File: src/rtl/core/bscd_pkg.sv
// Package with shared constants, types and codes of the byte stream codeword detector.
package bscd_pkg;

    localparam int CODEBOOK_DEPTH = 64;
    localparam int ADDR_W         = (CODEBOOK_DEPTH > 1) ? $clog2(CODEBOOK_DEPTH) : 1;
    localparam int CNT_W          = $clog2(CODEBOOK_DEPTH + 1);

    localparam int WORD_W         = 16;
    localparam int BYTE_W         = 8;
    localparam int BUF_W          = 32;
    localparam int PREFIX_W       = 4;
    localparam int INDEX_W        = 6;
    localparam int COUNT_W        = 7;
    localparam int SEARCH_TOP     = 7;
    localparam int TARGET_TOP     = 16;
    localparam int SEARCH_N       = SEARCH_TOP + 1;

    localparam int CFG_IDX_W      = 2;
    localparam int CFG_DATA_W     = 8;

    localparam logic [PREFIX_W-1:0] PREFIX_RESET = 4'b1110;

    localparam logic [CFG_IDX_W-1:0] REG_ENTRY_COUNT = 2'd0;
    localparam logic [CFG_IDX_W-1:0] REG_PREFIX      = 2'd1;

    localparam logic OP_LOAD = 1'b0;
    localparam logic OP_DATA = 1'b1;

    typedef struct packed {
        logic              is_data;
        logic [ADDR_W-1:0] addr;
        logic [WORD_W-1:0] value;
        logic [BYTE_W-1:0] data_byte;
        logic [WORD_W-1:0] target;
    } t_cmd;

    typedef struct packed {
        logic [CNT_W-1:0]    limit;
        logic [PREFIX_W-1:0] prefix;
    } t_cfg;

    typedef enum logic [1:0] {
        ST_IDLE,
        ST_SCAN,
        ST_FIN
    } t_state;

endpackage

File: src/rtl/core/bscd_in_if.sv
// Input channel interface carrying load and data beats.
interface bscd_in_if;
    import bscd_pkg::*;

    logic                 valid;
    logic                 ready;
    logic                 op;
    logic [INDEX_W-1:0]   entry_index;
    logic [WORD_W-1:0]    entry_value;
    logic [BYTE_W-1:0]    data_byte;
    logic [WORD_W-1:0]    target_word;

    modport source (output valid, op, entry_index, entry_value, data_byte, target_word,
                    input ready);
    modport sink   (input valid, op, entry_index, entry_value, data_byte, target_word,
                    output ready);
endinterface

File: src/rtl/core/bscd_out_if.sv
// Result channel interface carrying one beat per data item.
interface bscd_out_if;
    import bscd_pkg::*;

    logic              valid;
    logic              ready;
    logic              found;
    logic [WORD_W-1:0] found_word;
    logic              target_seen;

    modport source (output valid, found, found_word, target_seen, input ready);
    modport sink   (input valid, found, found_word, target_seen, output ready);
endinterface

File: src/rtl/core/bscd_cfg_if.sv
// Configuration write channel interface.
interface bscd_cfg_if;
    import bscd_pkg::*;

    logic                  valid;
    logic                  ready;
    logic [CFG_IDX_W-1:0]  index;
    logic [CFG_DATA_W-1:0] data;

    modport source (output valid, index, data, input ready);
    modport sink   (input valid, index, data, output ready);
endinterface

File: src/rtl/core/byte_stream_codeword_detector.sv
// Top level of the byte stream codeword detector with its configuration registers.
// A load beat passes the front register and the queue; the idle back stage writes it and stays idle.
// A data beat's result is registered after a scan of min(entry_count, 64) codebook entries.
// The back stage reads one entry a cycle in its scan and pops no command until the result is loaded.
// Two queued commands and the front register let input beats arrive while a result waits.
// Synchronous active-low reset clears the shift buffer, queue and entry_count, sets prefix to 14.
module byte_stream_codeword_detector (
    input  logic       i_clk,
    input  logic       i_rst_n,
    bscd_in_if.sink    i_in,
    bscd_cfg_if.sink   i_cfg,
    bscd_out_if.source o_out
);
    import bscd_pkg::*;

    logic [COUNT_W-1:0]  r_entry_count;
    logic [PREFIX_W-1:0] r_prefix;
    t_cfg                cfg;
    logic                front_valid;
    t_cmd                front_cmd;
    logic                q_push_ready;
    logic                q_valid;
    t_cmd                q_cmd;
    logic                q_pop;

    assign i_cfg.ready = 1'b1;

    always_ff @(posedge i_clk) begin
        if (!i_rst_n) begin
            r_entry_count <= '0;
            r_prefix      <= PREFIX_RESET;
        end else if (i_cfg.valid) begin
            case (i_cfg.index)
                REG_ENTRY_COUNT: r_entry_count <= i_cfg.data[COUNT_W-1:0];
                REG_PREFIX:      r_prefix      <= i_cfg.data[PREFIX_W-1:0];
                default:         r_prefix      <= r_prefix;
            endcase
        end
    end

    always_comb begin
        if (32'(r_entry_count) > 32'(CODEBOOK_DEPTH)) begin
            cfg.limit = CNT_W'(CODEBOOK_DEPTH);
        end else begin
            cfg.limit = CNT_W'(r_entry_count);
        end
        cfg.prefix = r_prefix;
    end

    bscd_front u_front (
        .i_clk       (i_clk),
        .i_rst_n     (i_rst_n),
        .i_in        (i_in),
        .o_cmd_valid (front_valid),
        .o_cmd       (front_cmd),
        .i_cmd_ready (q_push_ready)
    );

    bscd_queue u_queue (
        .i_clk        (i_clk),
        .i_rst_n      (i_rst_n),
        .i_push       (front_valid),
        .i_data       (front_cmd),
        .o_push_ready (q_push_ready),
        .o_valid      (q_valid),
        .o_data       (q_cmd),
        .i_pop        (q_pop)
    );

    bscd_back u_back (
        .i_clk       (i_clk),
        .i_rst_n     (i_rst_n),
        .i_cmd_valid (q_valid),
        .i_cmd       (q_cmd),
        .o_cmd_pop   (q_pop),
        .i_cfg       (cfg),
        .o_out       (o_out)
    );
endmodule

File: src/rtl/core/bscd_ram.sv
// Generic single write port RAM with registered read.
module bscd_ram #(
    parameter int WIDTH = 16,
    parameter int DEPTH = 64,
    localparam int ADDR_W = (DEPTH > 1) ? $clog2(DEPTH) : 1
) (
    input  logic              i_clk,
    input  logic              i_we,
    input  logic [ADDR_W-1:0] i_waddr,
    input  logic [WIDTH-1:0]  i_wdata,
    input  logic              i_re,
    input  logic [ADDR_W-1:0] i_raddr,
    output logic [WIDTH-1:0]  o_rdata
);
    logic [WIDTH-1:0] r_mem [DEPTH];
    logic [WIDTH-1:0] r_rdata;

    always_ff @(posedge i_clk) begin
        if (i_we) begin
            r_mem[i_waddr] <= i_wdata;
        end
        if (i_re) begin
            r_rdata <= r_mem[i_raddr];
        end
    end

    assign o_rdata = r_rdata;
endmodule

File: src/rtl/core/bscd_front.sv
// Front stage that accepts input beats, drops unusable loads and registers commands.
module bscd_front (
    input  logic            i_clk,
    input  logic            i_rst_n,
    bscd_in_if.sink         i_in,
    output logic            o_cmd_valid,
    output bscd_pkg::t_cmd  o_cmd,
    input  logic            i_cmd_ready
);
    import bscd_pkg::*;

    logic r_valid;
    logic n_valid;
    t_cmd r_cmd;
    logic accept;
    logic keep;

    assign i_in.ready = !r_valid || i_cmd_ready;
    assign accept     = i_in.valid && i_in.ready;
    assign keep       = (i_in.op == OP_DATA) ||
                        (32'(i_in.entry_index) < 32'(CODEBOOK_DEPTH));

    always_comb begin
        n_valid = r_valid && !i_cmd_ready;
        if (accept && keep) begin
            n_valid = 1'b1;
        end
    end

    always_ff @(posedge i_clk) begin
        if (!i_rst_n) begin
            r_valid <= 1'b0;
        end else begin
            r_valid <= n_valid;
        end
    end

    always_ff @(posedge i_clk) begin
        if (accept && keep) begin
            r_cmd.is_data   <= (i_in.op == OP_DATA);
            r_cmd.addr      <= ADDR_W'(i_in.entry_index);
            r_cmd.value     <= i_in.entry_value;
            r_cmd.data_byte <= i_in.data_byte;
            r_cmd.target    <= i_in.target_word;
        end
    end

    assign o_cmd_valid = r_valid;
    assign o_cmd       = r_cmd;
endmodule

File: src/rtl/core/bscd_queue.sv
// Two entry command queue between the front and back stages.
module bscd_queue (
    input  logic            i_clk,
    input  logic            i_rst_n,
    input  logic            i_push,
    input  bscd_pkg::t_cmd  i_data,
    output logic            o_push_ready,
    output logic            o_valid,
    output bscd_pkg::t_cmd  o_data,
    input  logic            i_pop
);
    import bscd_pkg::*;

    t_cmd       r_mem [2];
    logic       r_wptr;
    logic       r_rptr;
    logic [1:0] r_count;
    logic       do_push;
    logic       do_pop;

    assign o_push_ready = (r_count != 2'd2);
    assign o_valid      = (r_count != 2'd0);
    assign o_data       = r_mem[r_rptr];
    assign do_push      = i_push && o_push_ready;
    assign do_pop       = i_pop && o_valid;

    always_ff @(posedge i_clk) begin
        if (!i_rst_n) begin
            r_wptr  <= 1'b0;
            r_rptr  <= 1'b0;
            r_count <= 2'd0;
        end else begin
            if (do_push) begin
                r_wptr <= !r_wptr;
            end
            if (do_pop) begin
                r_rptr <= !r_rptr;
            end
            case ({do_push, do_pop})
                2'b10:   r_count <= r_count + 2'd1;
                2'b01:   r_count <= r_count - 2'd1;
                default: r_count <= r_count;
            endcase
        end
    end

    always_ff @(posedge i_clk) begin
        if (do_push) begin
            r_mem[r_wptr] <= i_data;
        end
    end
endmodule

File: src/rtl/core/bscd_back.sv
// Back stage that writes the codebook, shifts the buffer, scans entries and drives results.
module bscd_back (
    input  logic            i_clk,
    input  logic            i_rst_n,
    input  logic            i_cmd_valid,
    input  bscd_pkg::t_cmd  i_cmd,
    output logic            o_cmd_pop,
    input  bscd_pkg::t_cfg  i_cfg,
    bscd_out_if.source      o_out
);
    import bscd_pkg::*;

    t_state              r_state;
    t_state              n_state;
    logic [BUF_W-1:0]    r_buf;
    logic [WORD_W-1:0]   r_target;
    logic [SEARCH_N-1:0] r_hits;
    logic [CNT_W-1:0]    r_idx;
    logic                r_rd_v;
    logic                r_out_valid;
    logic                r_out_found;
    logic [WORD_W-1:0]   r_out_word;
    logic                r_out_seen;

    logic                pop;
    logic                ram_we;
    logic                ram_re;
    logic                out_load;
    logic [WORD_W-1:0]   rdata;
    logic [SEARCH_N-1:0] match;
    logic                sel_found;
    logic [WORD_W-1:0]   sel_word;
    logic                seen;

    bscd_ram #(
        .WIDTH (WORD_W),
        .DEPTH (CODEBOOK_DEPTH)
    ) u_ram (
        .i_clk   (i_clk),
        .i_we    (ram_we),
        .i_waddr (i_cmd.addr),
        .i_wdata (i_cmd.value),
        .i_re    (ram_re),
        .i_raddr (r_idx[ADDR_W-1:0]),
        .o_rdata (rdata)
    );

    always_comb begin
        n_state = r_state;
        unique case (r_state)
            ST_IDLE: begin
                if (i_cmd_valid && i_cmd.is_data) begin
                    n_state = ST_SCAN;
                end
            end
            ST_SCAN: begin
                if (!ram_re && !r_rd_v) begin
                    n_state = ST_FIN;
                end
            end
            ST_FIN: begin
                if (out_load) begin
                    n_state = ST_IDLE;
                end
            end
            default: n_state = ST_IDLE;
        endcase
    end

    always_comb begin
        pop      = 1'b0;
        ram_we   = 1'b0;
        ram_re   = 1'b0;
        out_load = 1'b0;
        unique case (r_state)
            ST_IDLE: begin
                pop    = i_cmd_valid;
                ram_we = i_cmd_valid && !i_cmd.is_data;
            end
            ST_SCAN: begin
                ram_re = (r_idx < i_cfg.limit);
            end
            ST_FIN: begin
                out_load = !r_out_valid || o_out.ready;
            end
            default: begin
                pop = 1'b0;
            end
        endcase
    end

    always_comb begin
        for (int o = 0; o < SEARCH_N; o++) begin
            match[o] = (r_buf[o + WORD_W - PREFIX_W +: PREFIX_W] == i_cfg.prefix) &&
                       (r_buf[o +: WORD_W] == rdata);
        end
        sel_found = 1'b0;
        sel_word  = '0;
        for (int o = 0; o < SEARCH_N; o++) begin
            if (r_hits[o]) begin
                sel_found = 1'b1;
                sel_word  = r_buf[o +: WORD_W];
            end
        end
        seen = 1'b0;
        for (int o = 0; o <= TARGET_TOP; o++) begin
            if (r_buf[o +: WORD_W] == r_target) begin
                seen = 1'b1;
            end
        end
    end

    always_ff @(posedge i_clk) begin
        if (!i_rst_n) begin
            r_state     <= ST_IDLE;
            r_buf       <= '0;
            r_rd_v      <= 1'b0;
            r_out_valid <= 1'b0;
        end else begin
            r_state <= n_state;
            r_rd_v  <= ram_re;
            if (pop && i_cmd.is_data) begin
                r_buf <= {r_buf[BUF_W-BYTE_W-1:0], i_cmd.data_byte};
            end
            if (out_load) begin
                r_out_valid <= 1'b1;
            end else if (o_out.ready) begin
                r_out_valid <= 1'b0;
            end
        end
    end

    always_ff @(posedge i_clk) begin
        if (pop && i_cmd.is_data) begin
            r_target <= i_cmd.target;
            r_hits   <= '0;
            r_idx    <= '0;
        end else begin
            if (ram_re) begin
                r_idx <= r_idx + CNT_W'(1);
            end
            if (r_rd_v) begin
                r_hits <= r_hits | match;
            end
        end
        if (out_load) begin
            r_out_found <= sel_found;
            r_out_word  <= sel_word;
            r_out_seen  <= seen;
        end
    end

    assign o_cmd_pop         = pop;
    assign o_out.valid       = r_out_valid;
    assign o_out.found       = r_out_found;
    assign o_out.found_word  = r_out_word;
    assign o_out.target_seen = r_out_seen;
endmodule
File: src/flat_wrapper.sv
// flat-port wrapper written by rule: the top's interface ports become plain ports
module byte_stream_codeword_detector_flat import bscd_pkg::*;
  (i_clk, i_rst_n, i_in_valid, i_in_op, i_in_entry_index, i_in_entry_value, i_in_data_byte, i_in_target_word, i_in_ready, i_cfg_valid, i_cfg_index, i_cfg_data, i_cfg_ready, o_out_valid, o_out_found, o_out_found_word, o_out_target_seen, o_out_ready);
  bscd_in_if i_in_i ();
  bscd_cfg_if i_cfg_i ();
  bscd_out_if o_out_i ();
  input  logic i_clk;
  input  logic i_rst_n;
  input wire logic [$bits(i_in_i.valid)-1:0] i_in_valid;
  input wire logic [$bits(i_in_i.op)-1:0] i_in_op;
  input wire logic [$bits(i_in_i.entry_index)-1:0] i_in_entry_index;
  input wire logic [$bits(i_in_i.entry_value)-1:0] i_in_entry_value;
  input wire logic [$bits(i_in_i.data_byte)-1:0] i_in_data_byte;
  input wire logic [$bits(i_in_i.target_word)-1:0] i_in_target_word;
  output wire logic [$bits(i_in_i.ready)-1:0] i_in_ready;
  input wire logic [$bits(i_cfg_i.valid)-1:0] i_cfg_valid;
  input wire logic [$bits(i_cfg_i.index)-1:0] i_cfg_index;
  input wire logic [$bits(i_cfg_i.data)-1:0] i_cfg_data;
  output wire logic [$bits(i_cfg_i.ready)-1:0] i_cfg_ready;
  output wire logic [$bits(o_out_i.valid)-1:0] o_out_valid;
  output wire logic [$bits(o_out_i.found)-1:0] o_out_found;
  output wire logic [$bits(o_out_i.found_word)-1:0] o_out_found_word;
  output wire logic [$bits(o_out_i.target_seen)-1:0] o_out_target_seen;
  input wire logic [$bits(o_out_i.ready)-1:0] o_out_ready;
  assign i_in_i.valid = i_in_valid;
  assign i_in_i.op = i_in_op;
  assign i_in_i.entry_index = i_in_entry_index;
  assign i_in_i.entry_value = i_in_entry_value;
  assign i_in_i.data_byte = i_in_data_byte;
  assign i_in_i.target_word = i_in_target_word;
  assign i_in_ready = i_in_i.ready;
  assign i_cfg_i.valid = i_cfg_valid;
  assign i_cfg_i.index = i_cfg_index;
  assign i_cfg_i.data = i_cfg_data;
  assign i_cfg_ready = i_cfg_i.ready;
  assign o_out_valid = o_out_i.valid;
  assign o_out_found = o_out_i.found;
  assign o_out_found_word = o_out_i.found_word;
  assign o_out_target_seen = o_out_i.target_seen;
  assign o_out_i.ready = o_out_ready;
  byte_stream_codeword_detector u_core (.i_clk(i_clk), .i_rst_n(i_rst_n), .i_in(i_in_i), .i_cfg(i_cfg_i), .o_out(o_out_i));
endmodule
File: config.mk
export PLATFORM = sky130hd
export DESIGN_NAME = byte_stream_codeword_detector_flat
export DESIGN_NICKNAME = d
export VERILOG_FILES = /design/src/rtl/core/bscd_pkg.sv /design/src/rtl/core/bscd_in_if.sv /design/src/rtl/core/bscd_out_if.sv /design/src/rtl/core/bscd_cfg_if.sv /design/src/rtl/core/byte_stream_codeword_detector.sv /design/src/rtl/core/bscd_ram.sv /design/src/rtl/core/bscd_front.sv /design/src/rtl/core/bscd_queue.sv /design/src/rtl/core/bscd_back.sv /design/src/flat_wrapper.sv
export SDC_FILE = /design/constraint.sdc
export NUM_CORES = 2
export LEC_CHECK = 0
export ABC_AREA = 1
export BUFFER_PORTS_ARGS = -buffer_cell sky130_fd_sc_hd__buf_2
export CAP_MARGIN = 20
export CORE_UTILIZATION = 40
export CTS_CLUSTER_DIAMETER = 80
export CTS_CLUSTER_SIZE = 40
export DETAILED_ROUTE_END_ITERATION = 7
export PLACE_DENSITY = 0.62
export SLEW_MARGIN = 20
export SYNTH_ARGS = -nofsm -noshare
export SYNTH_HDL_FRONTEND = slang
export SYNTH_HIERARCHICAL = 1
export SYNTH_SLANG_ARGS = --single-unit
File: constraint.sdc
create_clock -name i_clk -period 4.1 [get_ports i_clk]
set_input_delay 0.205 -clock i_clk [delete_from_list [all_inputs] [get_ports i_clk]]
set_output_delay 0.205 -clock i_clk [all_outputs]
set_load 0.02 [all_outputs]
# Yosys cells after proc, flatten, opt, wreduce, memory -nomap -nowiden
# Memories as Yosys holds them, arrays and structs flattened. A register that Yosys moved wholly into a read port is not among the register bits.
# Index checks and enable logic that the tools add are counted.
totals:
  ramBits: 1118
  n_memories: 2
  input_bits: 62
  latch_bits: 0
  romBits: 0
  register_bits: 148
classes:
  n_eq_ne: 42
  add_sub_neg: 3
  shifts: 0
  bitwise_logic: 1
  n_mul: 0
  order_cmp: 2
  mux: 29
  n_reduce_logical: 36
  n_div: 0
mem_list:
  columns: ["name", "words", "word_bits", "rd", "rd_clocked_by_memory_dff", "wr", "line_no", "source"]
  rows:
  - ["u_core.u_back.u_ram.r_mem", 64, 16, 1, 1, 1, "bscd_ram.sv:15", "logic [WIDTH-1:0] r_mem [DEPTH];"]
  - ["u_core.u_queue.r_mem", 2, 47, 1, 1, 1, "bscd_queue.sv:14", "t_cmd r_mem [2];"]
op_table:
  columns: ["operator", "n"]
  rows:
  - ["== test 16 bit", 25]
  - ["two-way mux 16 bit", 8]
  - ["== test 4 bit", 8]
  - ["logical AND 1 bit", 16]
  - ["OR reduction 16 bit", 1]
  - ["two-way mux 1 bit", 15]
  - ["zero test 1 bit", 8]
  - ["!= test 2 bit (second input constant)", 4]
  - ["OR 8 bit", 1]
  - ["adder 7 x 1 -> 7 bit (second input constant)", 1]
  - ["> comparator 7 bit (second input constant)", 1]
  - ["less-than comparator 7 bit", 1]
  - ["two-way mux 7 bit", 1]
  - ["OR reduction 7 bit", 1]
  - ["== test 2 x 1 -> 1 bit (second input constant)", 3]
  - ["two-way mux 2 bit", 3]
  - ["case mux 2 bit (3 select lines)", 1]
  - ["nonzero test 2 bit", 3]
  - ["== test 2 bit (second input constant)", 2]
  - ["zero test 2 bit", 2]
  - ["case mux 2 bit (2 select lines)", 1]
  - ["AND reduction 2 bit", 2]
  - ["AND reduction 3 bit", 1]
  - ["adder 2 x 1 -> 2 bit (second input constant)", 1]
  - ["other kinds (2)", 3]

# Logic depth before layout (Yosys ltp)
depth:
  ltp_word: 8
  depth_mapped: 14
  depth_no_buf: 13

# Cells and area by module
# The synthesis kept the hierarchy.
modules_own_cells:
  columns: ["module", "area_per_inst_um2", "cells_each", "instances", "seq_area_each_um2"]
  rows:
  - ["bscd_ram", 42259.3, 3517, 1, 31230.0]
  - ["bscd_back", 10547.6, 1663, 1, 2042.0]
  - ["bscd_queue", 3749.8, 182, 1, 2922.8]
  - ["bscd_front", 1462.7, 54, 1, 1431.4]
  - ["byte_stream_codeword_detector", 544.3, 78, 1, 220.2]

# Worst setup path before layout
# OpenSTA, ideal clock, no wires.
synth_path:
  kind: "reg-to-reg"
  start: "reg with a tool-made name"
  end: "mem u_core.u_back.u_ram.r_mem[192][0] (netlist: u_core/u_back/u_ram/r_mem[48][0]) (enable)"
  t_required_ps: 3669
  path_stages_with_launch: 7
  arrival_ps: 3121
  setup_ps: 431
  path_slack_ps: 548
  path_buffers: 2
  path_cell_list: "dfxtp_1 -> buf_6 -> mux2_2 -> nor3_1 -> clkbuf_1 -> nand4_1 -> nor4_1"
synth_rtl:
  columns: ["element", "line_no"]
  rows:
  - ["to (decl)", "bscd_ram.sv:15"]

==> impl_metrics.csv <==
group,metric,value,unit
sta,tns,0,ns
synth,synth_xor_xnor_area_share,0.0329,
global_route,grt_start_max_net_pins,196,
final_layout,nNetsFinal,5516,
sta,timing_hold_violations_final,0,
sta,achievable-frequency,303,MHz
synth,synth-simple-area-share,0.223,
detailed_routing,routed_wirelength,157,mm
clock_network,clockRootBuffer,"clkbuf_16",
floorplanning,dieArea,148000,um^2
floorplanning,rows,140,
synth,synthMuxAreaShare,0.0110,
floorplanning,floorplan.core_area,145000,um^2
clock_network,cts_tree,"built",
critical_path,cp-start-kind,"flip-flop",
synth,ys.flop_type,"edfxtp_1",
detailed_routing,detail_route.iter0.violations,3923,
floorplanning,initial_core_util,0.403,
final_layout,design_area_final,62600,um^2
synth,yosys_warnings,6,
clock_network,clkTransAtPathRegs,0.13,ns
sta,finalWorstPathRequiredPeriod,3.30,ns
sta,worst_clock_skew,0.0700,ns
clock_network,cts_htree_levels,2,
synth,seq_area_frac_synth,0.646,
synth,synth_compound_area_frac,0.0298,
clock_network,tritoncts.num_buffers,51,
clock_network,clock_tree.buffer_depth,3,
detailed_routing,via_per_inst,5.40,
sta,period_share,0.804,
sta,final-max-slew-violation-count,0,
synth,synth-adder-area-share,0.00171,
final_layout,final_layout_size_suffix_gt1_frac,0.0831,
floorplanning,io_pins,83,
critical_path,worst-path-max-fanout,15,
detailed_routing,drc_errors,0,
synth,postSynthCellCount,5494,
synth,synth.cell_area,58600,um^2
detailed_routing,drt_first_pass_iters,6,
sta,grt_setup_unrepaired,"no",
critical_path,delay_of_the_slowest_cell_on_the_worst_path,0.75,ns
power_and_ir_drop,cellLeakagePower,0.0227,uW
global_route,grt_first_pass_wirelength,235,mm
critical_path,critPathRequiredTime,4.52,ns
critical_path,crit_end_element,"flip-flop",
placement,dpl-instance-area,60000,um^2
global_route,antenna_found_initial,3,
status,status,"completed",
synth,synth.net_count,5564,
final_layout,multiInputGateArea,17600,um^2
clock_network,post_cts.resized_instances,0,
power_and_ir_drop,ir_drop,1100,uV
synth,synth_area_per_cell,10.7,um^2
hold_path,hold_class,"in2reg",
run,cap_viol_max_count,0,
synth,post_synth_arst_share,0,
critical_path,crit_slowest_cell,"nand4_1",
synth,synth_register_bits,1283,
final_layout,layout.cells.most_common,"nand2_1",
detailed_routing,postRouteAntennaNets,0,
clock_network,cts.sinks,1283,
synth,synth_edf_count,1215,
placement,total_half_perimeter_wirelength_after_legalization_and_detailed_placement,90.3,mm
detailed_routing,route.detailed.wl_per_inst,21.2,um
placement,finalWeightedCongestion,0.932,
sta,timing.max_slew.rel_slack,0.227,
clock_network,latest_clock_arrival_within_the_worst_skew_pair,0.74,ns
detailed_routing,vias,40000,
final_layout,areaGrowthSynthToFinish,6.82,%
critical_path,crit_path_cell_trace,"buf_4, mux2_2, inv_1, nand4_1, nor2_1, buf_4",
sta,setup_violators_final,0,
final_layout,ff_latch_area,37900,um^2
sta,tightestPinTransition,1.16,ns
critical_path,critPathKind,"reg2reg",
global_route,number_of_global_route_vias_before_repair,37100,
final_layout,fillerInstances,13500,
power_and_ir_drop,power_density,537,nW/um^2
final_layout,most_used_cells_in_the_layout_excluding_fill_and_tap_cells,"nand2_1 (1810), edfxtp_1 (1215), nand3_1 (911)",
critical_path,cell_repeated_most_along_the_worst_path,"buf_4",
placement,io_buffers,80,
global_route,grt_overflow,0,
critical_path,cp.arrival,3.72,ns
floorplanning,die_extent_in_y,385,um
synth,largest_family_of_logic_cells_by_synthesized_area,"simple AND/OR/NAND/NOR gates",
global_route,grt_use_total,0.208,
floorplanning,fp.dieW,385,um
synth,synth.lib_cells_used.distinct,53,
==> logic make-up (layout without fill, tap and decap cells) <==
family                   Yosys count  count (layout)
XOR/XNOR                         220             220
AND/OR/NAND/NOR                 3110            3110
flip-flops                      1283            1283
other                              1               2
adder cells (fa/ha/maj)            8               8
buffers and inverters            519             512
AO/OA/AOI/OAI                    306             306
multiplexers                      47              47
==> timing repair <==
action | CTS | global route
buffers inserted | 0 | 0
hold buffers | 63 | 0
hold endpoints to repair | 60 | 0
==> critical path: cells and delay by family, from the launching register on <==
family	cells	cell delay (ns)
buf+inv	3	0.86
mux	1	0.47
flops	1	0.49
simple gates	2	1.17
==> sequential cells by signal, summed over array words and instances (netlist names), 2 cells and up, named ones only <==
name,count
u_core/u_front/o_cmd,47
u_core/r_entry_count,7
u_core/r_prefix,4
u_core/u_back/u_ram/r_mem,1024
u_core/u_back/u_ram/o_rdata,16
u_core/u_back/r_idx,7
u_core/u_back/r_target,16
u_core/u_back/r_state,2
u_core/u_back/o_out.found_word,16
u_core/u_queue/r_mem,94
u_core/u_queue/r_count,2
u_core/u_back/r_hits,8
u_core/u_back/r_buf,32
==> through the flow <==
stage | util | worst slack (ns) | std cells | hold WS [ns] | power, uW
6_report | 0.430 | 0.804 | 7405 | 0.184 | 33600
5_1_grt | 0.430 | 0.743 | 7404 | 0.179 | 35300
4_1_cts | 0.430 | 0.887 | 7404 | 0.132 | 33700
3_5_place_dp | 0.412 | 0.911 | 7247 | 0.383 | 26600
3_3_place_gp | 0.412 | 0.971 | 7247 | 0.383 | 26400
2_1_floorplan | - | 0.548 | 5494 | 0.304 | 23600
==> worst paths after layout <==
path	from	endpoint	slack [ns]	cells after the start
setup / recovery	flip-flop	u_core/u_back/u_ram/r_mem[17][13]$_DFFE_PP_	0.80	6
hold / removal	i_rst_n	u_core/r_entry_count[0]$_SDFFE_PN0P_	0.18	3
setup reg to reg	flip-flop	u_core/u_back/u_ram/r_mem[17][13]$_DFFE_PP_	0.80	6
hold reg to reg	u_core/u_front/o_cmd[3]$_DFFE_PP_	u_core/u_queue/r_mem[0][3]$_DFFE_PP_	0.46	0
==> synthesized netlist by cell type, types with 2 or more instances <==
cell	count	area, um^2
a211oi_1	13	97.6
a21oi_1	117	586
a21oi_2	4	35.0
a31oi_1	2	12.5
and3_1	3	18.8
buf_1	18	67.6
buf_2	151	756
buf_4	68	510
buf_6	92	1040
clkbuf_1	46	173
clkbuf_4	2	15.0
clkbuf_8	7	96.3
dfxtp_1	68	1360
edfxtp_1	1215	36500
ha_1	8	100
inv_1	84	315
inv_2	42	158
inv_4	2	12.5
mux2_2	17	191
mux2_4	30	450
nand2_1	1810	6790
nand2_2	15	93.8
nand3_1	911	4560
nand3b_1	2	15.0
nand4_1	44	275
nor2_1	288	1080
nor2_2	9	56.3
nor3_1	18	90.1
nor4_1	8	50.1
o2111ai_1	6	52.6
o211ai_1	3	22.5
o21a_1	2	15.0
o21ai_0	62	310
o21ai_1	27	135
o221ai_1	10	87.6
o22ai_1	55	344
xnor2_1	90	788
xor2_1	130	1140
==> final cells by class <==
class | instances | area share
clock buffer | 55 | 0.0213
clock inverter | 39 | 0.00996
antenna | 1 | 0.0000400
sequential | 1283 | 0.605
inverter | 133 | 0.00900
multi-input combinational | 3692 | 0.281
tap | 1917 | 0.0383
timing repair buffer | 285 | 0.0353
==> report_power, final <==
| part | leakage (uW) | switching [uW] | total, uW | internal, uW |
|---|---|---|---|---|
| Sequential | 0.0115 | 496 | 15400 | 14900 |
| Combinational | 0.0102 | 7910 | 11000 | 3080 |
| Clock | 0.000924 | 4480 | 7230 | 2740 |
| Total | 0.0227 | 12900 | 33600 | 20700 |
==> routing by layer <==
layer	vias to the layer above	GRT usage	wire (um)	share of wire
met5	-	0	13	0.000083
li1	18700	-	-	-
met4	2	0.0707	5010	0.032
met2	1441	0.348	76800	0.49
met3	262	0.0270	10500	0.067
met1	19600	0.277	64800	0.41
No activity file was read; power rests on OpenSTA's default activity.
